==> src/design/cbpm_pkg.sv <==
package cbpm_pkg;

  typedef enum logic [2:0] {
    OP_READ    = 3'd0,
    OP_UNPIN   = 3'd1,
    OP_ALLOC   = 3'd2,
    OP_DISPOSE = 3'd3,
    OP_FLUSH   = 3'd4
  } op_t;

  localparam logic [2:0] ST_OK          = 3'd0;
  localparam logic [2:0] ST_NOT_PRESENT = 3'd1;
  localparam logic [2:0] ST_NOT_PINNED  = 3'd2;
  localparam logic [2:0] ST_EXCEEDED    = 3'd3;
  localparam logic [2:0] ST_PINNED      = 3'd4;

  localparam int unsigned FRAME_FIELD_CAP = 16;

  typedef struct packed {
    logic [2:0]  op;
    logic [7:0]  file_id;
    logic [31:0] page_num;
    logic        mark_dirty;
  } req_t;

  typedef struct packed {
    logic [2:0]  status;
    logic [3:0]  frame;
    logic        hit;
    logic        write_back;
    logic [7:0]  victim_file;
    logic [31:0] victim_page;
    logic        last;
  } rsp_t;

  // Per-frame descriptor as held in the descriptor memory.
  typedef struct packed {
    logic        valid;
    logic [7:0]  pin;
    logic        ref_bit;
    logic        dirty;
    logic [7:0]  file_id;
    logic [31:0] page;
  } desc_t;

endpackage

==> src/design/cbpm_req_if.sv <==
interface cbpm_req_if;
  import cbpm_pkg::*;
  logic valid;
  logic ready;
  req_t payload;
  modport source (output valid, output payload, input ready);
  modport sink (input valid, input payload, output ready);
endinterface

==> src/design/cbpm_rsp_if.sv <==
interface cbpm_rsp_if;
  import cbpm_pkg::*;
  logic valid;
  logic ready;
  rsp_t payload;
  modport source (output valid, output payload, input ready);
  modport sink (input valid, input payload, output ready);
endinterface

==> src/design/clock_buffer_pool_manager_core.sv <==
// Buffer pool manager with clock replacement. Frame descriptors live in one
// synchronous memory with a registered read; the block handles one request at a
// time. Each frame visited takes a read issue, then a decide and write-back
// step. A lookup scans up to the N frames in use, a read miss or alloc adds a
// clock sweep, and a flush scans the N frames once, stopping early at a pinned
// page of its file. A result waits in an output register; the next request is
// taken once that register is free. The memory is cleared after reset by a
// pass over all NUM_FRAMES entries, during which no request is taken.
module clock_buffer_pool_manager_core
  import cbpm_pkg::*;
#(
  parameter int unsigned NUM_FRAMES = 16
) (
  input  logic       clk,
  input  logic       rst_n,
  cbpm_req_if.sink   in_req,
  cbpm_rsp_if.source out_rsp,
  input  logic       cfg_we,
  input  logic [4:0] cfg_wdata
);

  localparam int unsigned AW = (NUM_FRAMES > 1) ? $clog2(NUM_FRAMES) : 1;
  localparam int unsigned CW = AW + 1;
  localparam int unsigned LIM = (NUM_FRAMES < FRAME_FIELD_CAP) ? NUM_FRAMES
                                                                 : FRAME_FIELD_CAP;
  localparam int unsigned GW = $clog2(2 * LIM + 3);

  typedef enum logic [3:0] {
    S_CLEAR, S_IDLE, S_LK_RD, S_LK_CHK, S_SW_RD, S_SW_CHK,
    S_FL_RD, S_FL_CHK, S_OUT
  } state_t;

  desc_t mem [NUM_FRAMES];
  desc_t rd_q;
  logic        we;
  logic [AW-1:0] waddr, raddr;
  desc_t       wdata;

  always_ff @(posedge clk) begin
    if (we) mem[waddr] <= wdata;
    rd_q <= mem[raddr];
  end

  state_t        state_r;
  logic [4:0]    fiu_r;
  req_t          req_r;
  rsp_t          rsp_r;
  logic          rsp_v_r;
  logic [AW-1:0] idx_r;
  logic [AW-1:0] hand_r;
  logic [AW-1:0] start_r;
  logic [CW-1:0] pinned_r;
  logic [GW-1:0] guard_r;
  logic          cleared_r;

  // Active frame count, clipped to [1, LIM].
  logic [CW-1:0] n_act;
  always_comb begin
    if (fiu_r == 5'd0) n_act = CW'(1);
    else if (32'(fiu_r) > LIM) n_act = CW'(LIM);
    else n_act = CW'(fiu_r);
  end

  function automatic logic [AW-1:0] adv(input logic [AW-1:0] h, input logic [CW-1:0] n);
    logic [CW-1:0] c;
    c = CW'(h) + CW'(1);
    return (c >= n) ? '0 : c[AW-1:0];
  endfunction

  logic key_match;
  assign key_match = rd_q.valid && rd_q.file_id == req_r.file_id
                     && rd_q.page == req_r.page_num;

  assign in_req.ready = (state_r == S_IDLE) && !rsp_v_r;
  assign out_rsp.valid = rsp_v_r;
  assign out_rsp.payload = rsp_r;

  function automatic rsp_t mk(input logic [2:0] st, input logic [3:0] fr,
                              input logic h, input logic l);
    rsp_t r;
    r = '0;
    r.status = st;
    r.frame = fr;
    r.hit = h;
    r.last = l;
    return r;
  endfunction

  // An ok result that hands a page back to the host for write-back.
  function automatic rsp_t mk_wb(input logic [3:0] fr, input logic l,
                                 input logic [7:0] vf, input logic [31:0] vp);
    rsp_t r;
    r = mk(ST_OK, fr, 1'b0, l);
    r.write_back = 1'b1;
    r.victim_file = vf;
    r.victim_page = vp;
    return r;
  endfunction

  desc_t loaded;
  always_comb begin
    loaded = '0;
    loaded.valid = 1'b1;
    loaded.pin = 8'd1;
    loaded.ref_bit = 1'b1;
    loaded.file_id = req_r.file_id;
    loaded.page = req_r.page_num;
  end

  always_comb begin
    we = 1'b0;
    waddr = idx_r;
    wdata = rd_q;
    raddr = idx_r;
    case (state_r)
      S_CLEAR: begin
        we = 1'b1;
        wdata = '0;
      end
      S_SW_RD: raddr = hand_r;
      S_SW_CHK: begin
        waddr = hand_r;
        raddr = hand_r;
      end
      default: ;
    endcase
    case (state_r)
      S_LK_CHK: begin
        if (key_match) begin
          case (req_r.op)
            OP_READ: begin
              we = 1'b1;
              wdata.ref_bit = 1'b1;
              if (rd_q.pin != 8'hFF) wdata.pin = rd_q.pin + 8'd1;
            end
            OP_UNPIN: begin
              if (rd_q.pin != 8'd0) begin
                we = 1'b1;
                wdata.pin = rd_q.pin - 8'd1;
                if (req_r.mark_dirty) wdata.dirty = 1'b1;
              end
            end
            OP_DISPOSE: begin
              we = 1'b1;
              wdata = '0;
            end
            default: ;
          endcase
        end
      end
      S_SW_CHK: begin
        if (!rd_q.valid) begin
          we = 1'b1;
          wdata = loaded;
        end else if (!(pinned_r == n_act && hand_r == start_r)) begin
          if (rd_q.ref_bit) begin
            we = 1'b1;
            wdata.ref_bit = 1'b0;
          end else if (rd_q.pin == 8'd0) begin
            we = 1'b1;
            wdata = loaded;
          end
        end
      end
      S_FL_CHK: begin
        if (rd_q.valid && rd_q.file_id == req_r.file_id && rd_q.pin == 8'd0) begin
          we = 1'b1;
          wdata = '0;
        end
      end
      default: ;
    endcase
  end

  always_ff @(posedge clk) begin
    if (!rst_n) begin
      state_r <= S_CLEAR;
      fiu_r <= 5'd16;
      rsp_v_r <= 1'b0;
      idx_r <= '0;
      hand_r <= AW'(LIM - 1);
      cleared_r <= 1'b0;
    end else begin
      if (cfg_we) fiu_r <= cfg_wdata;
      if (rsp_v_r && out_rsp.ready) rsp_v_r <= 1'b0;
      case (state_r)
        S_CLEAR: begin
          if (32'(idx_r) == NUM_FRAMES - 1) begin
            idx_r <= '0;
            state_r <= S_IDLE;
          end else begin
            idx_r <= idx_r + AW'(1);
          end
        end
        S_IDLE: begin
          if (in_req.valid && in_req.ready) begin
            req_r <= in_req.payload;
            idx_r <= '0;
            case (in_req.payload.op)
              OP_READ, OP_UNPIN, OP_DISPOSE: state_r <= S_LK_RD;
              OP_ALLOC: begin
                hand_r <= adv(hand_r, n_act);
                start_r <= adv(hand_r, n_act);
                pinned_r <= '0;
                guard_r <= '0;
                state_r <= S_SW_RD;
              end
              OP_FLUSH: state_r <= S_FL_RD;
              default: ;
            endcase
          end
        end
        S_LK_RD: state_r <= S_LK_CHK;
        S_LK_CHK: begin
          if (key_match) begin
            case (req_r.op)
              OP_UNPIN: rsp_r <= mk((rd_q.pin == 8'd0) ? ST_NOT_PINNED : ST_OK,
                                    4'(idx_r), 1'b0, 1'b1);
              default: rsp_r <= mk(ST_OK, 4'(idx_r), req_r.op == OP_READ, 1'b1);
            endcase
            state_r <= S_OUT;
          end else if (CW'(idx_r) + CW'(1) >= n_act) begin
            if (req_r.op == OP_READ) begin
              hand_r <= adv(hand_r, n_act);
              start_r <= adv(hand_r, n_act);
              pinned_r <= '0;
              guard_r <= '0;
              state_r <= S_SW_RD;
            end else begin
              rsp_r <= mk(ST_NOT_PRESENT, 4'd0, 1'b0, 1'b1);
              state_r <= S_OUT;
            end
          end else begin
            idx_r <= idx_r + AW'(1);
            state_r <= S_LK_RD;
          end
        end
        S_SW_RD: state_r <= S_SW_CHK;
        S_SW_CHK: begin
          guard_r <= guard_r + GW'(1);
          if (!rd_q.valid) begin
            rsp_r <= mk(ST_OK, 4'(hand_r), 1'b0, 1'b1);
            state_r <= S_OUT;
          end else if ((pinned_r == n_act && hand_r == start_r)
                       || 32'(guard_r) >= 2 * 32'(n_act) + 1) begin
            rsp_r <= mk(ST_EXCEEDED, 4'd0, 1'b0, 1'b1);
            state_r <= S_OUT;
          end else begin
            if (rd_q.pin != 8'd0) pinned_r <= pinned_r + CW'(1);
            if (rd_q.ref_bit || rd_q.pin != 8'd0) begin
              hand_r <= adv(hand_r, n_act);
              state_r <= S_SW_RD;
            end else begin
              rsp_r <= rd_q.dirty ? mk_wb(4'(hand_r), 1'b1, rd_q.file_id, rd_q.page)
                                  : mk(ST_OK, 4'(hand_r), 1'b0, 1'b1);
              state_r <= S_OUT;
            end
          end
        end
        S_FL_RD: begin
          if (!rsp_v_r) state_r <= S_FL_CHK;
        end
        S_FL_CHK: begin
          if (rd_q.valid && rd_q.file_id == req_r.file_id && rd_q.pin != 8'd0) begin
            rsp_r <= mk(ST_PINNED, 4'(idx_r), 1'b0, 1'b1);
            state_r <= S_OUT;
          end else begin
            if (rd_q.valid && rd_q.file_id == req_r.file_id && rd_q.dirty) begin
              rsp_r <= mk_wb(4'(idx_r), 1'b0, rd_q.file_id, rd_q.page);
              rsp_v_r <= 1'b1;
            end
            if (CW'(idx_r) + CW'(1) >= n_act) begin
              cleared_r <= 1'b1;
              state_r <= S_OUT;
            end else begin
              idx_r <= idx_r + AW'(1);
              state_r <= S_FL_RD;
            end
          end
        end
        S_OUT: begin
          // A flush close waits for its last write-back transfer to drain.
          if (cleared_r) begin
            if (!rsp_v_r) begin
              rsp_r <= mk(ST_OK, 4'd0, 1'b0, 1'b1);
              rsp_v_r <= 1'b1;
              cleared_r <= 1'b0;
              state_r <= S_IDLE;
            end
          end else begin
            rsp_v_r <= 1'b1;
            state_r <= S_IDLE;
          end
        end
        default: state_r <= S_IDLE;
      endcase
    end
  end

endmodule
==> src/flat_wrapper.sv <==
// flat-port wrapper written by rule: the top's interface ports become plain ports
module clock_buffer_pool_manager_core_flat import cbpm_pkg::*;
#(
  parameter int unsigned NUM_FRAMES = 16
)
  (clk, rst_n, cfg_we, cfg_wdata, in_req_valid, in_req_payload, in_req_ready, out_rsp_valid, out_rsp_payload, out_rsp_ready);
  cbpm_req_if in_req_i ();
  cbpm_rsp_if out_rsp_i ();
  input  logic clk;
  input  logic rst_n;
  input  logic cfg_we;
  input  logic [4:0] cfg_wdata;
  input wire logic [$bits(in_req_i.valid)-1:0] in_req_valid;
  input wire logic [$bits(in_req_i.payload)-1:0] in_req_payload;
  output wire logic [$bits(in_req_i.ready)-1:0] in_req_ready;
  output wire logic [$bits(out_rsp_i.valid)-1:0] out_rsp_valid;
  output wire logic [$bits(out_rsp_i.payload)-1:0] out_rsp_payload;
  input wire logic [$bits(out_rsp_i.ready)-1:0] out_rsp_ready;
  assign in_req_i.valid = in_req_valid;
  assign in_req_i.payload = in_req_payload;
  assign in_req_ready = in_req_i.ready;
  assign out_rsp_valid = out_rsp_i.valid;
  assign out_rsp_payload = out_rsp_i.payload;
  assign out_rsp_i.ready = out_rsp_ready;
  clock_buffer_pool_manager_core #(.NUM_FRAMES(NUM_FRAMES)) u_core (.clk(clk), .rst_n(rst_n), .in_req(in_req_i), .out_rsp(out_rsp_i), .cfg_we(cfg_we), .cfg_wdata(cfg_wdata));
endmodule
==> config.mk <==
export PLATFORM = sky130hd
export DESIGN_NAME = clock_buffer_pool_manager_core_flat
export DESIGN_NICKNAME = d
export VERILOG_FILES = /design/src/design/cbpm_pkg.sv /design/src/design/cbpm_req_if.sv /design/src/design/cbpm_rsp_if.sv /design/src/design/clock_buffer_pool_manager_core.sv /design/src/flat_wrapper.sv
export SDC_FILE = /design/constraint.sdc
export NUM_CORES = 1
export LEC_CHECK = 0
export BUFFER_PORTS_ARGS = -buffer_cell sky130_fd_sc_hd__buf_2
export CAP_MARGIN = 20
export CORE_AREA = 2 2 271 273
export CTS_CLUSTER_DIAMETER = 60
export DETAILED_ROUTE_END_ITERATION = 10
export DIE_AREA = 0 0 273 275
export HOLD_SLACK_MARGIN = 0.03
export PLACE_DENSITY = 0.71
export SYNTH_ARGS = -nofsm -noshare
export SYNTH_HDL_FRONTEND = slang
export SYNTH_SLANG_ARGS = --single-unit
==> constraint.sdc <==
create_clock -name clk -period 8.2 [get_ports clk]
set_input_delay 1.23 -clock clk [delete_from_list [all_inputs] [get_ports clk]]
set_output_delay 1.23 -clock clk [all_outputs]
set_load 0.05 [all_outputs]
* Word-level counts from Yosys, hierarchy flattened
Memory sizes are Yosys's and may differ from the RTL's. A register that Yosys moved wholly into a read port is not among the register bits.
Index checks and enable logic that the tools add are counted.
** Storage, ports and cells
- RAM bits :: 816
- Memories :: 1
- Flip-flop bits (word level) :: 128
- Word-level logic and storage cells :: 216
- Input bits :: 54
- Output and inout bits :: 52
** Memories
- u_core.mem :: depth 16, width 51, read ports 1, clocked after memory_dff 1, wr ports 1, RTL line clock_buffer_pool_manager_core.sv:33 : desc_t mem [NUM_FRAMES];
** Cells by class
- Add/sub/neg operators :: 8
- Mux-type cells :: 107
- Reduce and logical (&&, ||, !) cells :: 35
- Order comparisons :: 4
- Eq/ne operators :: 41
** Operator list (count)
- 2-to-1 mux 50 bit :: 11
- 2-to-1 mux 51 bit :: 6
- one-hot mux 50 bit (4 select lines) :: 1
- one-hot mux 51 bit (3 select lines) :: 1
- 2-to-1 mux 4 bit :: 29
- 2-to-1 mux 5 bit :: 10
- 2-to-1 mux 42 bit :: 1
- 2-to-1 mux 41 bit :: 1
- 2-to-1 mux 40 bit :: 1
- one-hot mux 4 bit (9 select lines) :: 1
- equality test 32 bit :: 1
- greater-or-equal comparator 6 x 32 -> 1 bit :: 1
- 2-to-1 mux 6 bit :: 5
- one-hot mux 4 bit (3 select lines) :: 2
- one-hot mux 8 bit (3 select lines) :: 1
- 2-to-1 mux 1 bit :: 23
- one-hot mux 6 bit (3 select lines) :: 1
- equality test 4 x 3 -> 1 bit, second input constant :: 4
- 2-to-1 mux 8 bit :: 2
- inequality test 2 x 1 -> 1 bit, second input constant :: 8
- one-hot mux 4 bit (4 select lines) :: 1
- one-hot mux 5 bit (3 select lines) :: 1
- inequality test 2 bit, second input constant :: 7
- AND reduction 7 bit :: 2
- other kinds (47) :: 74

* Longest topological paths before layout
Gate-level depths: netlist of run 1.
- Word-level depth :: 10
- Depth in mapped cells :: 12

* Worst setup path before layout of run 1
OpenSTA, ideal clock, no wires.
- Path type :: register to register
- From :: reg u_core.fiu_r[1]
- To :: reg u_core.rsp_r (netlist bit u_core.out_rsp.payload[0]), enable pin
- Stages on the path, launching flop included :: 12
- Buffers on the path :: 1
- Setup time :: 519 ps
- Setup slack :: 2554 ps
- Arrival :: 5127 ps
- Path through :: dfxtp_1 nor3_1 o21ai_1 ha_1 a21o_1 maj3_2 a211oi_2 nor2_1 or3_1 buf_6 nor3_1 nor3_1
** Between the ends
- Cells in the longest elaborated chain, start to end :: 8
- Elaborated cells between the ends (all ways) :: 13
** RTL lines
- from (decl) :: RTL line clock_buffer_pool_manager_core.sv:45 : logic [4:0] fiu_r;
- from (signal assigned) :: RTL line clock_buffer_pool_manager_core.sv:184 : if (cfg_we) fiu_r <= cfg_wdata;
- > comparator 5 bit :: RTL line clock_buffer_pool_manager_core.sv:60 : else if (32'(fiu_r) > LIM) n_act = CW'(LIM);
- 2-to-1 mux 5 bit :: RTL line clock_buffer_pool_manager_core.sv:60
- 2-to-1 mux 5 bit (*) :: RTL line clock_buffer_pool_manager_core.sv:59 : if (fiu_r == 5'd0) n_act = CW'(1);
- adder 6 x 1 -> 7 bit or equality test 5 bit (tied branches) :: RTL line clock_buffer_pool_manager_core.sv:245, clock_buffer_pool_manager_core.sv:244
- greater-or-equal comparator 6 x 32 -> 1 bit or logical AND 1 bit (tied branches) :: RTL line clock_buffer_pool_manager_core.sv:245, clock_buffer_pool_manager_core.sv:244
- logical OR 1 bit :: RTL line clock_buffer_pool_manager_core.sv:245 : || 32'(guard_r) >= 2 * 32'(n_act) + 1) begin
- inequality test 4 bit (no source line)
- AND reduction 8 bit (no source line) (*)
- to (signal assigned) :: RTL line clock_buffer_pool_manager_core.sv:242 : rsp_r <= mk(ST_OK, 4'(hand_r), 1'b0, 1'b1);
- to (signal assigned) :: RTL line clock_buffer_pool_manager_core.sv:246 : rsp_r <= mk(ST_EXCEEDED, 4'd0, 1'b0, 1'b1);
- to (signal assigned) :: RTL line clock_buffer_pool_manager_core.sv:254 : rsp_r <= rd_q.dirty ? mk_wb(4'(hand_r), 1'b1, rd_q.file_id, rd_q.page)
- to (decl) :: RTL line clock_buffer_pool_manager_core.sv:47 : rsp_t rsp_r;
Mark *: on every way between the ends. The rest lies on a longest branch, timed or not.
A chain may end at the register's enable or synchronous reset.

* Worst setup path in the final report of run 1
- From :: reg u_core.req_r (netlist bit u_core.loaded[21])
- To :: mem u_core.mem[10][8] (netlist bit), enable pin
** Between the ends
- Cells in the longest elaborated chain, start to end :: 6
** RTL lines
- from (decl) :: RTL line clock_buffer_pool_manager_core.sv:46 : req_t req_r;
- from (signal assigned) :: RTL line clock_buffer_pool_manager_core.sv:197 : req_r <= in_req.payload;
- equality test 32 bit :: RTL line clock_buffer_pool_manager_core.sv:72 : && rd_q.page == req_r.page_num;
- logical AND 1 bit :: RTL line clock_buffer_pool_manager_core.sv:72
- 2-to-1 mux 1 bit :: RTL line clock_buffer_pool_manager_core.sv:129 : if (key_match) begin
- one-hot mux 1 bit (3 select lines) :: RTL line clock_buffer_pool_manager_core.sv:127 : case (state_r)
- 2-to-1 mux 1 bit :: RTL line clock_buffer_pool_manager_core.sv:40 : if (we) mem[waddr] <= wdata;
- 2-to-1 mux 1 bit (implied by the code) :: RTL line clock_buffer_pool_manager_core.sv:40
- to (decl) :: RTL line clock_buffer_pool_manager_core.sv:33
Every way passes these cells.

==> results of run 1 <==
==> synthesized netlist by cell type, types with 4 or more instances <==
cell type	count	share of area
sky130_fd_sc_hd__mux2i_1	10	0.0025
sky130_fd_sc_hd__and2_1	98	0.016
sky130_fd_sc_hd__a31oi_1	63	0.010
sky130_fd_sc_hd__or3_1	7	0.0011
sky130_fd_sc_hd__buf_1	4	0.00038
sky130_fd_sc_hd__a22o_1	42	0.0093
sky130_fd_sc_hd__o2bb2ai_1	6	0.0013
sky130_fd_sc_hd__nor3b_1	6	0.0011
sky130_fd_sc_hd__xnor2_1	51	0.011
sky130_fd_sc_hd__a21oi_1	21	0.0027
sky130_fd_sc_hd__nor4_1	7	0.0011
sky130_fd_sc_hd__clkbuf_1	66	0.0063
sky130_fd_sc_hd__nor3_1	20	0.0025
sky130_fd_sc_hd__and3_1	9	0.0014
sky130_fd_sc_hd__nand3_1	17	0.0022
sky130_fd_sc_hd__o211ai_1	4	0.00076
sky130_fd_sc_hd__o21ai_0	25	0.0032
sky130_fd_sc_hd__buf_4	13	0.0025
sky130_fd_sc_hd__a211o_1	4	0.00089
sky130_fd_sc_hd__buf_2	22	0.0028
sky130_fd_sc_hd__a211oi_1	52	0.0099
sky130_fd_sc_hd__nor2_1	54	0.0052
sky130_fd_sc_hd__buf_6	11	0.0031
sky130_fd_sc_hd__o31ai_1	4	0.00076
sky130_fd_sc_hd__nand2_1	155	0.015
sky130_fd_sc_hd__nand4_1	14	0.0022
sky130_fd_sc_hd__ha_1	20	0.0064
sky130_fd_sc_hd__inv_1	17	0.0016
sky130_fd_sc_hd__o22ai_1	8	0.0013
sky130_fd_sc_hd__nor2b_1	11	0.0017
sky130_fd_sc_hd__mux4_2	204	0.12
sky130_fd_sc_hd__a22oi_1	4	0.00076
sky130_fd_sc_hd__dfxtp_1	70	0.036
sky130_fd_sc_hd__nand2b_1	9	0.0014
sky130_fd_sc_hd__xor2_1	8	0.0018
sky130_fd_sc_hd__edfxtp_1	925	0.71
==> cell families after synthesis <==
logic type               synth area share
multiplexers                        0.121
XOR/XNOR                           0.0131
adder cells (fa/ha/maj)           0.00664
flip-flops                          0.741
buffers and inverters              0.0167
AND/OR/NAND/NOR                    0.0537
AO/OA/AOI/OAI                      0.0475
==> cell type report <==
type	instances	area [sq um]
Sequential cell	995	29200
Fill cell	5066	27900
Multi-Input combinational cell	982	9710
Clock buffer	132	2680
Tap cell	959	1200
Timing Repair Buffer	164	1160
Clock inverter	47	474
Inverter	17	63.8
==> critical path, stage by stage (launching register included) <==
cell	delay (ns)
sky130_fd_sc_hd__edfxtp_1	0.43
sky130_fd_sc_hd__xnor2_1	0.20
sky130_fd_sc_hd__nand4_1	0.21
sky130_fd_sc_hd__nor4_1	0.57
sky130_fd_sc_hd__buf_4	0.25
sky130_fd_sc_hd__nand3_2	0.21
sky130_fd_sc_hd__nor4_1	0.79
sky130_fd_sc_hd__o22ai_1	0.48
sky130_fd_sc_hd__nor2_4	0.73
sky130_fd_sc_hd__buf_4	0.63
==> flip-flops by register name, summed over array words and instances (netlist names) <==
signal                  count
u_core.mem                816
u_core.fiu_r                5
u_core.req_r                4
u_core.pinned_r             5
u_core.out_rsp.valid        1
u_core.start_r              4
u_core.loaded              40
u_core.hand_r               4
u_core.guard_r              6
u_core.rd_q                51
u_core.idx_r                4
u_core.state_r              4
u_core.cleared_r            1
u_core.out_rsp.payload     50
==> worst max path at each step <==
stage                                       from                             endpoint  depth (start not counted)
floorplan           u_core.fiu_r[1]$_SDFFE_PN0P_  u_core.out_rsp.payload[0]$_DFFE_PP_                         11
global route         u_core.loaded[17]$_DFFE_PP_         u_core.mem[10][27]$_DFFE_PP_                          9
global placement      u_core.loaded[8]$_DFFE_PP_          u_core.mem[12][3]$_DFFE_PP_                          9
finish               u_core.loaded[21]$_DFFE_PP_          u_core.mem[10][8]$_DFFE_PP_                          9
CTS                  u_core.loaded[21]$_DFFE_PP_          u_core.mem[6][39]$_DFFE_PP_                          9
detailed placement   u_core.loaded[13]$_DFFE_PP_           u_core.mem[0][0]$_DFFE_PP_                          9
==> report_power, final <==
group | total [W] | internal (W) | switching (W)
Sequential | 0.00574 | 0.00564 | 0.0000988
Combinational | 0.000626 | 0.000275 | 0.000351
Clock | 0.00438 | 0.00250 | 0.00188
Total | 0.0107 | 0.00842 | 0.00233
==> stage by stage <==
stage	std cells	util	setup slack [ns]	total power, W	hold slack (ns)
6_report	3296	0.615	3.28	0.0107	0.536
5_1_grt	3296	0.615	3.13	0.0111	0.593
4_1_cts	3285	0.612	3.31	0.0108	0.531
3_5_place_dp	3106	0.569	3.40	0.00646	0.512
3_3_place_gp	3099	0.567	3.41	0.00644	0.517
2_1_floorplan	2110	-	2.55	0.00626	0.470
==> routing by layer <==
layer  vias up  GRT usage  share of wire
li1       8804          -              -
met1     10900      0.368           0.41
met2      1101      0.401           0.48
met3       153     0.0404          0.083
met4         2     0.0666          0.023
met5         -          0        0.00013
==> impl_summary.md, run 1 <==
Logic synthesis
In this run, synthesis inferred 925 flip-flops with an integrated enable. After synthesis the netlist holds a flip-flop and latch count of 995. The most used flip-flop cell after synthesis is sky130_fd_sc_hd__edfxtp_1. The synthesized netlist net count is 2184.

In this run, distinct cell masters in the synthesized netlist total 70. The share of synthesized area occupied by flip-flops and latches is 0.741. The warning count from the yosys run is 0.

The post-synth design cell area is 39400 sq um. Counting flops with an async set or reset pin after synthesis yields a share of 0. The gate count after technology mapping is 2110. The post-synthesis average cell area is 18.7 sq um.

Routing
The number of DRC violations after detailed-routing iteration 0 is 2727. Using the TritonRoute via totals, the vias-per-cell ratio works out to 6.37. The post-detailed-route wirelength per cell is 28.4 um. The routed design has 93500 um of wire. The DRC violation count after routing is 0.

The remaining number of nets flagged by the antenna check after routing is 0. The vias after detailed routing is 21000. The number of iterations in the first detailed-routing pass is 6.

Timing
The clock skew is 0.0336 ns. Setup repair after global routing left no endpoint under its margin. Adding up every negative setup slack in the final design gives 0 ns. The final hold violation count is 0. The final count of pins violating max slew came to 0. The final number of setup-violating endpoints is 0.

Derived from the worst setup path, the maximum achievable clock frequency is 203 MHz. The worst relative slew slack is 0.254. Of the available clock period, the critical path in the final layout requires 0.599. Subtracting the final worst setup slack from the clock period gives 4.92 ns.

For the pin with the worst max-slew slack, the measured transition is 1.11 ns.

Place
The instance area after placement is 41100 sq um. Detailed placement finished with a half-perimeter wire length of 56200 um. The number of buffer cells added on primary ports is 105. Routability-driven placement finished with a final weighted congestion of 0.936.

Layout
The net count of the finished layout is 2332. Leaving out fill and tap cells, the most frequent cells in the layout are 925 x sky130_fd_sc_hd__edfxtp_1, 204 x sky130_fd_sc_hd__mux4_2, 155 x sky130_fd_sc_hd__nand2_1, 105 x sky130_fd_sc_hd__buf_2, 100 x sky130_fd_sc_hd__clkbuf_16. Once layout is done, the placed cells without fillers occupy 44500 sq um. The growth of design area from synthesis to finish is 13.0%. The share of post-route cells with drive strength above 1 is 0.233. The most frequent standard cell in the layout excluding fill and tap cells is sky130_fd_sc_hd__edfxtp_1.

The repair_antennas step left the layout with diodes totalling 0.

Run status
The run finished with clean final reports.

Global route
The first global-routing pass estimated 138000 um of wire. The number of antenna violations at the first check in global routing came to 2. The remaining global-route overflow is 0. The largest net degree at the start of global routing is 80. Across every metal layer, demand over resource in global routing totals 0.252.

The number of global-route vias before repair is 20800.

Hold path
The endpoint with the worst hold slack is u_core.fiu_r[0]$_SDFFE_PN0P_. The worst min-delay path startpoint is u_core.fiu_r[0]$_SDFFE_PN0P_. The min-delay analysis places its worst path in the category flop to flop. The number of stages on the worst hold path is 2.

Job
The tool flagged a number of max-cap violations equal to 0.

Die
The height of the chip is 275 um. The die covers 75100 sq um. The floorplan core area is 72300 sq um.

The horizontal die dimension is 273 um. The number of top-level pins is 106. The initial standard-cell utilization of the core is 0.544.

After floorplanning, the core was divided into 99 placement rows.

Setup path
The largest fanout of any net on the critical path is 32. The setup check on the worst reg-to-reg path leaves a slack of 3.28 ns. The startpoint identified for the worst register-to-register timing path is u_core.loaded[21]$_DFFE_PP_.

The critical path class is flop to flop. STA classifies the critical path endpoint as a flop. The terminus of the critical flop-to-flop path is u_core.mem[10][8]$_DFFE_PP_. The worst reg-to-reg path cell count is 9. The launching element type of the critical path is a flop.

The data arrival at the endpoint of the critical path is 5.21 ns. At the worst endpoint, the required time is 8.49 ns.

Clock network
Buffers added to address setup during post-CTS repair amount to 0. The number of CTS-inserted buffers is 98. In this run, post-CTS repair resized a total of 0 instances. The clock latency of the later-clocked register in the worst-skew pair is 0.67 ns. The H-tree level count is 3. After clock tree synthesis, the clock-pin slew on the worst setup and hold paths is 0.06 ns. The number of sinks on the clock net is 995. The longest clock path from root to sink contains 3 buffers. For this design, the CTS-stage hold fixing added 0 buffers. The cell at the root of the clock tree is sky130_fd_sc_hd__clkbuf_16. The CTS tree is yes.

Pwr
IR analysis of the VDD net gives a maximum drop of 195 uV. The total leakage power is 13.9 nW. For this design the ratio of total power to cell area is 242 nW/um^2.
No activity file was read; power rests on OpenSTA's default activity.
==> inputs of run 2 (changes only) <==
clock period = 4.9 ns   (was 8.2 ns; I/O delays follow)
==> run 2 against run 1 <==
Against the previous run: maximum frequency increased by 15%; sequential cell count did not move; critical endpoint is now u_core.mem[5][6]$_DFFE_PP_; core utilization up 0.60 points.
==> impl_summary.md, run 2 (same netlist as run 1, synthesis figures left out) <==
Pwr
The internal power summed over all cells is 0.0144 W (+71%). The total leakage power came to 14.1 nW (+1.5%). The switching fraction of total power is 0.217 (about the same). The clock share of power is 0.416 (+0.008).

The portion of total power attributed to sequential cells is 0.526 (-0.008). The net switching power figure is 0.00398 W (+71%). The combinational share of power is 0.059 (about the same).

The total power divided by cell area is 409 nW/um^2 (+69%). The total power is 0.0184 W (+71%). The worst vdd rail ir drop is 306 uV (+57%).

Timing
The highest clock rate is 233 MHz (+15%). The share of the cycle needed by the critical path after routing is 0.875 (+0.275). Setup repair after global routing left no endpoint under its margin. The clock skew is 0.0358 ns (+0.00221 ns). The final hold violation count was 0 (unchanged). The worst relative slew slack came to 0.225 (-0.0285). The final worst hold slack is 0.249 ns (-0.287 ns). The actual transition at the worst max-transition pin is 1.16 ns (+0.0480 ns).

The final count of pins violating max slew is 0 (unchanged). The final number of setup-violating endpoints is 0 (unchanged). The sum of negative setup slack is 0 ns (unchanged). The clock period minus worst slack was 4.29 ns (-0.630 ns).

Die
The height of the chip is 275 um (unchanged). The row count is 99 (unchanged). The horizontal die dimension is 273 um (unchanged). The die area is 75100 sq um (unchanged). The number of top-level pins is 106 (unchanged).

The initial standard-cell utilization of the core is 0.544 (unchanged). The floorplan core area is 72300 sq um (unchanged).

Global route
The number of antenna violations at the first check in global routing is 1 (-1). The remaining global-route overflow came to 0 (unchanged). The number of global-route vias before repair is 21500 (+3.4%). The met3 demand-to-capacity share in global routing is 0.0555 (+0.0151). The total routing resource utilization after global routing was 0.255 (+0.00264). The met2 track demand over resource is 0.408 (+0.00695). The global routing met1 resource utilization was 0.357 (-0.0113). The wire length of the first global-routing pass is 139000 um (+0.85%). The largest net degree at the start of global routing came to 103 (+29%). The layer carrying the most global-route usage is met2.

Place
The total placed cells including tap cells is 3128 (+0.71%). The number of buffer cells added on primary ports came to 105 (unchanged). The global placer's final weighted congestion is 0.895 (-4.3%). The total half-perimeter wirelength after legalization and detailed placement is 51300 um (-8.6%).

Clock network
The number of buffers added to fix hold violations after cts is 0 (unchanged). TritonCTS built the clock tree. The post-CTS setup buffer count is 0 (unchanged). The number of sinks on the clock net is 995 (unchanged). The number of resized instances in the post-cts repair step is 0 (unchanged). The clock-pin slew reported for the worst setup and hold paths after clock tree synthesis is 0.06 ns (about the same). The number of buffers between clock root and the deepest sink came to 3 (unchanged).

The number of CTS-inserted buffers is 98 (unchanged). The tree is rooted in a sky130_fd_sc_hd__clkbuf_16. The clock latency of the later-clocked register in the worst-skew pair is 0.67 ns (about the same).

The H-tree level count was 3 (unchanged).

Layout
The most frequent standard cell in the layout excluding fill and tap cells is sky130_fd_sc_hd__edfxtp_1. The antenna diode count was 0 (unchanged). The final net count is 2346 (+0.60%).

The filler cell count in the final layout is 4996 (-1.4%). The filler-free cell count of the finished design is 3315 (+0.58%). The growth of design area from synthesis to finish is 14.1%. The share of post-route cells with drive strength above 1 is 0.239 (+0.00661). In the layout the commonest cells are 925 x sky130_fd_sc_hd__edfxtp_1, 204 x sky130_fd_sc_hd__mux4_2, 155 x sky130_fd_sc_hd__nand2_1, 105 x sky130_fd_sc_hd__buf_2, 99 x sky130_fd_sc_hd__clkbuf_16. The register with the most flip-flops in the final layout is u_core.mem.

The final standard cell utilization of the core is 0.621 (+0.00604). The number of flip-flops in the largest register came to 816 (unchanged).

Routing
The final wirelength is 94500 um (+1.1%). The post-detailed-route wirelength per cell is 28.5 um (+0.54%). The number of iterations in the first detailed-routing pass is 6 (unchanged). The post-detailed-route via-to-cell ratio is 6.40 (+0.41%).

The number of DRC violations after detailed-routing iteration 0 is 2771 (+1.6%). The vias after detailed routing is 21200 (+0.99%). The DRC violation count after routing is 0 (unchanged). The remaining number of nets flagged by the antenna check after routing is 0 (unchanged).

Setup path
The cell family contributing the most delay on the critical path is simple AND/OR/NAND/NOR gates. The worst setup path is launched from a flop. The largest stage delay on the critical path is 0.52 ns (-0.27 ns). The signal on the critical path passes through xnor2_1, nand4_1, nor4_1, buf_4, nand3_2, nor4_1, buf_4, o22ai_1, nor2_4, buf_12. The largest fanout of any net on the critical path is 22 (-31%). The slowest library cell on the worst path is sky130_fd_sc_hd__nor4_1. The required time of the worst setup path is 5.24 ns (-3.25 ns). STA classifies the critical path endpoint as a flop. The critical path class is flop to flop. The data arrival at the endpoint of the critical path is 4.62 ns (-0.59 ns). The number of buffers and inverters on the critical path is 3 (+1).

Hold path
The path category of the worst min-delay check is input pin to flop.

Run status
The run finished with clean final reports.

Job
The number of max-cap violations is 0 (unchanged).
[run 2: power groups by stage]
stage / logic (W) / clock network (W) / registers (W)
2_1_floorplan: 0.000753 / 0 / 0.00972
5_1_grt: 0.00115 / 0.00803 / 0.00966
4_1_cts: 0.00109 / 0.00771 / 0.00964
6_report: 0.00108 / 0.00763 / 0.00965
3_5_place_dp: 0.00108 / 0 / 0.00982
3_3_place_gp: 0.00107 / 0 / 0.00980
[run 2: final cells by class]
| class | instances | area, sq um | area share |
|---|---|---|---|
| clock buffers | 139 | 2750 | 0.0612 |
| clock inverters | 45 | 549 | 0.0122 |
| multi-input cells | 982 | 9710 | 0.216 |
| inverters | 17 | 63.8 | 0.00142 |
| well taps | 959 | 1200 | 0.0267 |
| repair buffers | 178 | 1450 | 0.0323 |
| flip-flops and latches | 995 | 29200 | 0.650 |
[run 2: worst paths after layout]
path	from	to	slack (ns)	depth (start not counted)
max	u_core.loaded[19]$_DFFE_PP_	u_core.mem[5][6]$_DFFE_PP_	0.61	10
min	in_req_payload[6]	u_core.loaded[5]$_DFFE_PP_	0.25	1
max reg2reg	u_core.loaded[19]$_DFFE_PP_	u_core.mem[5][6]$_DFFE_PP_	0.61	10
min reg2reg	u_core.fiu_r[0]$_SDFFE_PN0P_	u_core.fiu_r[0]$_SDFFE_PN0P_	0.54	2
[run 2: worst reg2reg max path: stages (launching register included)]
cell and delay (ns):
sky130_fd_sc_hd__edfxtp_1 0.48, sky130_fd_sc_hd__xnor2_1 0.41, sky130_fd_sc_hd__nand4_1 0.29, sky130_fd_sc_hd__nor4_1 0.52, sky130_fd_sc_hd__buf_4 0.25, sky130_fd_sc_hd__nand3_2 0.19, sky130_fd_sc_hd__nor4_1 0.52, sky130_fd_sc_hd__buf_4 0.23
sky130_fd_sc_hd__o22ai_1 0.27, sky130_fd_sc_hd__nor2_4 0.48, sky130_fd_sc_hd__buf_12 0.30
[run 2: through the flow]
step,worst slack [ns],area (sq um)
floorplan,0.342,39400
global placement,0.782,41600
detailed placement,0.752,41600
CTS,0.689,44900
global route,0.464,44900
finish,0.614,44900
[run 2: routing by layer]
| metal | share of wire | wire length, um |
|---|---|---|
| met1 | 0.40 | 37700 |
| met2 | 0.48 | 45500 |
| met3 | 0.094 | 8860 |
| met4 | 0.026 | 2450 |
| met5 | 0.00013 | 12 |
==> inputs of run 3 (changes only) <==
CORE_AREA = 2 2 260 262   (was 2 2 271 273)
DIE_AREA = 0 0 262 264   (was 0 0 273 275)
PLACE_DENSITY = 0.76   (was 0.71)
==> run 3 against run 2 <==
Against the previous run: final cell count is 2.7% lower; global-route usage is 1.9 points higher; combinational power about the same; die area decreased by 7.9%; critical path type unchanged; largest cell class unchanged.
==> impl_summary.md, run 3 (same netlist as run 1, synthesis figures left out) <==
Timing
The sum of negative setup slack is 0 ns (unchanged). The final count of pins violating max slew is 0 (unchanged). The final number of setup-violating endpoints is 0 (unchanged). The highest clock rate is 209 MHz (-10%).

The final hold violation count is 0 (unchanged). The worst relative slew slack is 0.227 (+0.00185). The actual transition at the worst max-transition pin is 1.15 ns (-0.00816 ns). The share of the cycle needed by the critical path after routing is 0.976 (+0.101). The clock period minus worst slack is 4.78 ns (+0.497 ns). Setup repair after global routing left no endpoint under its margin. The clock skew is 0.0439 ns (+0.00815 ns).

Setup path
STA classifies the critical path endpoint as a flop. The largest fanout of any net on the critical path is 32 (+45%). The critical path class is flop to flop. The launch point of the worst reg-to-reg path is u_core.loaded[4]$_DFFE_PP_. The required time of the worst setup path is 5.17 ns (-0.07 ns). The launching element type of the critical path is a flop. The data arrival at the endpoint of the critical path came to 5.05 ns (+0.43 ns). In this run the worst setup path begins at u_core.loaded[4]$_DFFE_PP_.

Clock network
The number of sinks on the clock net is 995 (unchanged). TritonCTS built the clock tree. The number of buffers between clock root and the deepest sink is 3 (unchanged). The clock-pin slew reported for the worst setup and hold paths after clock tree synthesis is 0.07 ns (about the same). The clock latency of the later-clocked register in the worst-skew pair came to 0.67 ns (about the same).

Clock tree synthesis selected as its root buffer the cell sky130_fd_sc_hd__clkbuf_16. The number of buffers added to fix hold violations after cts came to 0 (unchanged). The number of CTS-inserted buffers came to 97 (-1.0%). The H-tree level count was 3 (unchanged).

Die
The row count is 95 (-4.0%). The number of top-level pins is 106 (unchanged). The initial standard-cell utilization of the core is 0.591 (+0.0472). The horizontal die dimension is 262 um (-4.0%). The die area is 69200 sq um (-7.9%).

The height of the chip came to 264 um (-4.0%). The floorplan core area is 66600 sq um (-8.0%).

Layout
The most frequent standard cell in the layout excluding fill and tap cells is sky130_fd_sc_hd__edfxtp_1. The area growth from synthesis to layout is 13.6%. The final net count came to 2340 (-0.26%). The final standard cell utilization of the core is 0.671 (+0.0507). The register with the most flip-flops in the final layout is u_core.mem. Leaving out fill and tap cells, the most frequent cells in the layout are 925 x sky130_fd_sc_hd__edfxtp_1, 204 x sky130_fd_sc_hd__mux4_2, 155 x sky130_fd_sc_hd__nand2_1, 105 x sky130_fd_sc_hd__buf_2. The share of post-route cells with drive strength above 1 is 0.246 (+0.00646). The number of flip-flops in the largest register is 816 (unchanged).

Global route
The met2 track demand over resource is 0.430 (+0.0218). The remaining global-route overflow is 0 (unchanged). The global routing stage identified its most utilized layer as met2. The total routing resource utilization after global routing is 0.273 (+0.0186). The met3 demand-to-capacity share in global routing is 0.0593 (+0.00379). The global routing met1 resource utilization is 0.382 (+0.0246). The number of global-route vias before repair is 21600 (+0.042%). The number of antenna violations at the first check in global routing was 2 (+1). The largest net degree at the start of global routing is 103 (unchanged). The wire length of the first global-routing pass is 138000 um (-1.0%).

Routing
The remaining number of nets flagged by the antenna check after routing is 0 (unchanged). The vias after detailed routing came to 21200 (+0.16%). The post-detailed-route wirelength per cell is 28.6 um (+0.43%). The post-detailed-route via-to-cell ratio came to 6.59 (+3.0%). The DRC violation count after routing came to 0 (unchanged). The number of iterations in the first detailed-routing pass is 5 (-1).

The final wirelength is 92300 um (-2.3%). The number of DRC violations after detailed-routing iteration 0 is 2726 (-1.6%).

Hold path
In this run the most critical hold path is launched from in_req_payload[9]. The min-delay analysis places its worst path in the category input pin to flop.

Place
The global placer's final weighted congestion came to 0.914 (+2.1%). The total half-perimeter wirelength after legalization and detailed placement is 52200 um (+1.7%). The number of buffer cells added on primary ports is 105 (unchanged).

Pwr
The total leakage power is 14.1 nW (about the same). The total power divided by cell area was 414 nW/um^2 (+1.2%). The worst vdd rail ir drop was 346 uV (+13%).

Job
The number of max-cap violations came to 0 (unchanged).

Run status
The run finished with clean final reports.
run 3: routing by layer:
layer  vias up  routed length, um
li1       8832                  -
met1     11000              35400
met2      1250              45000
met3       171               8840
met4         2               3120
met5         -                 13
run 3: worst max-delay path, stage by stage, from the launching register on:
cell and delay (ns):
sky130_fd_sc_hd__edfxtp_1 0.41, sky130_fd_sc_hd__xnor2_1 0.60, sky130_fd_sc_hd__nand4_1 0.36, sky130_fd_sc_hd__nor4_1 0.71, sky130_fd_sc_hd__buf_4 0.23, sky130_fd_sc_hd__nand3_2 0.28, sky130_fd_sc_hd__nor4_1 0.65, sky130_fd_sc_hd__o22ai_1 0.42
sky130_fd_sc_hd__nor2_4 0.18, sky130_fd_sc_hd__buf_4 0.54
run 3: repair_timing:
action / CTS / global route
resized for setup: 0 / 0
endpoints found under the setup margin: 0 / 40
buffers inserted: 0 / 2
run 3: final timing paths:
path | end | slack (ns) | depth (start not counted)
max reg2reg | u_core.mem[13][42]$_DFFE_PP_ | 0.12 | 9
min | u_core.loaded[8]$_DFFE_PP_ | 0.25 | 1
max | u_core.mem[13][42]$_DFFE_PP_ | 0.12 | 9
min reg2reg | u_core.out_rsp.valid$_SDFF_PN0_ | 0.53 | 2
run 3: per-stage QoR:
step | setup WS [ns] | total power, W | std cells | cell area (sq um) | hold slack [ns]
after floorplan | 0.342 | 0.0105 | 2110 | 39400 | 0.470
after global placement | 0.389 | 0.0108 | 3036 | 41200 | 0.526
after detailed placement | 0.177 | 0.0109 | 3037 | 41200 | 0.517
after CTS | 0.122 | 0.0186 | 3221 | 44600 | 0.208
after global routing | 0.0608 | 0.0190 | 3225 | 44700 | 0.208
final | 0.117 | 0.0185 | 3225 | 44700 | 0.246
run 3: area by class of cell:
type                       instances  area (sq um)
fill                            4144         21900
tap                              873          1090
antenna                            1          2.50
timing repair buffer             173          1240
inverter                          17          63.8
multi-input combinational        982          9710
clock inverter                    65           751
clock buffer                     119          2650
sequential                       995         29200
run 3: report_power, final:
| part | internal [W] | switching, W | total [W] |
|---|---|---|---|
| sequential | 0.00944 | 0.000179 | 0.00962 |
| combinational | 0.000471 | 0.000612 | 0.00108 |
| clock | 0.00453 | 0.00326 | 0.00779 |
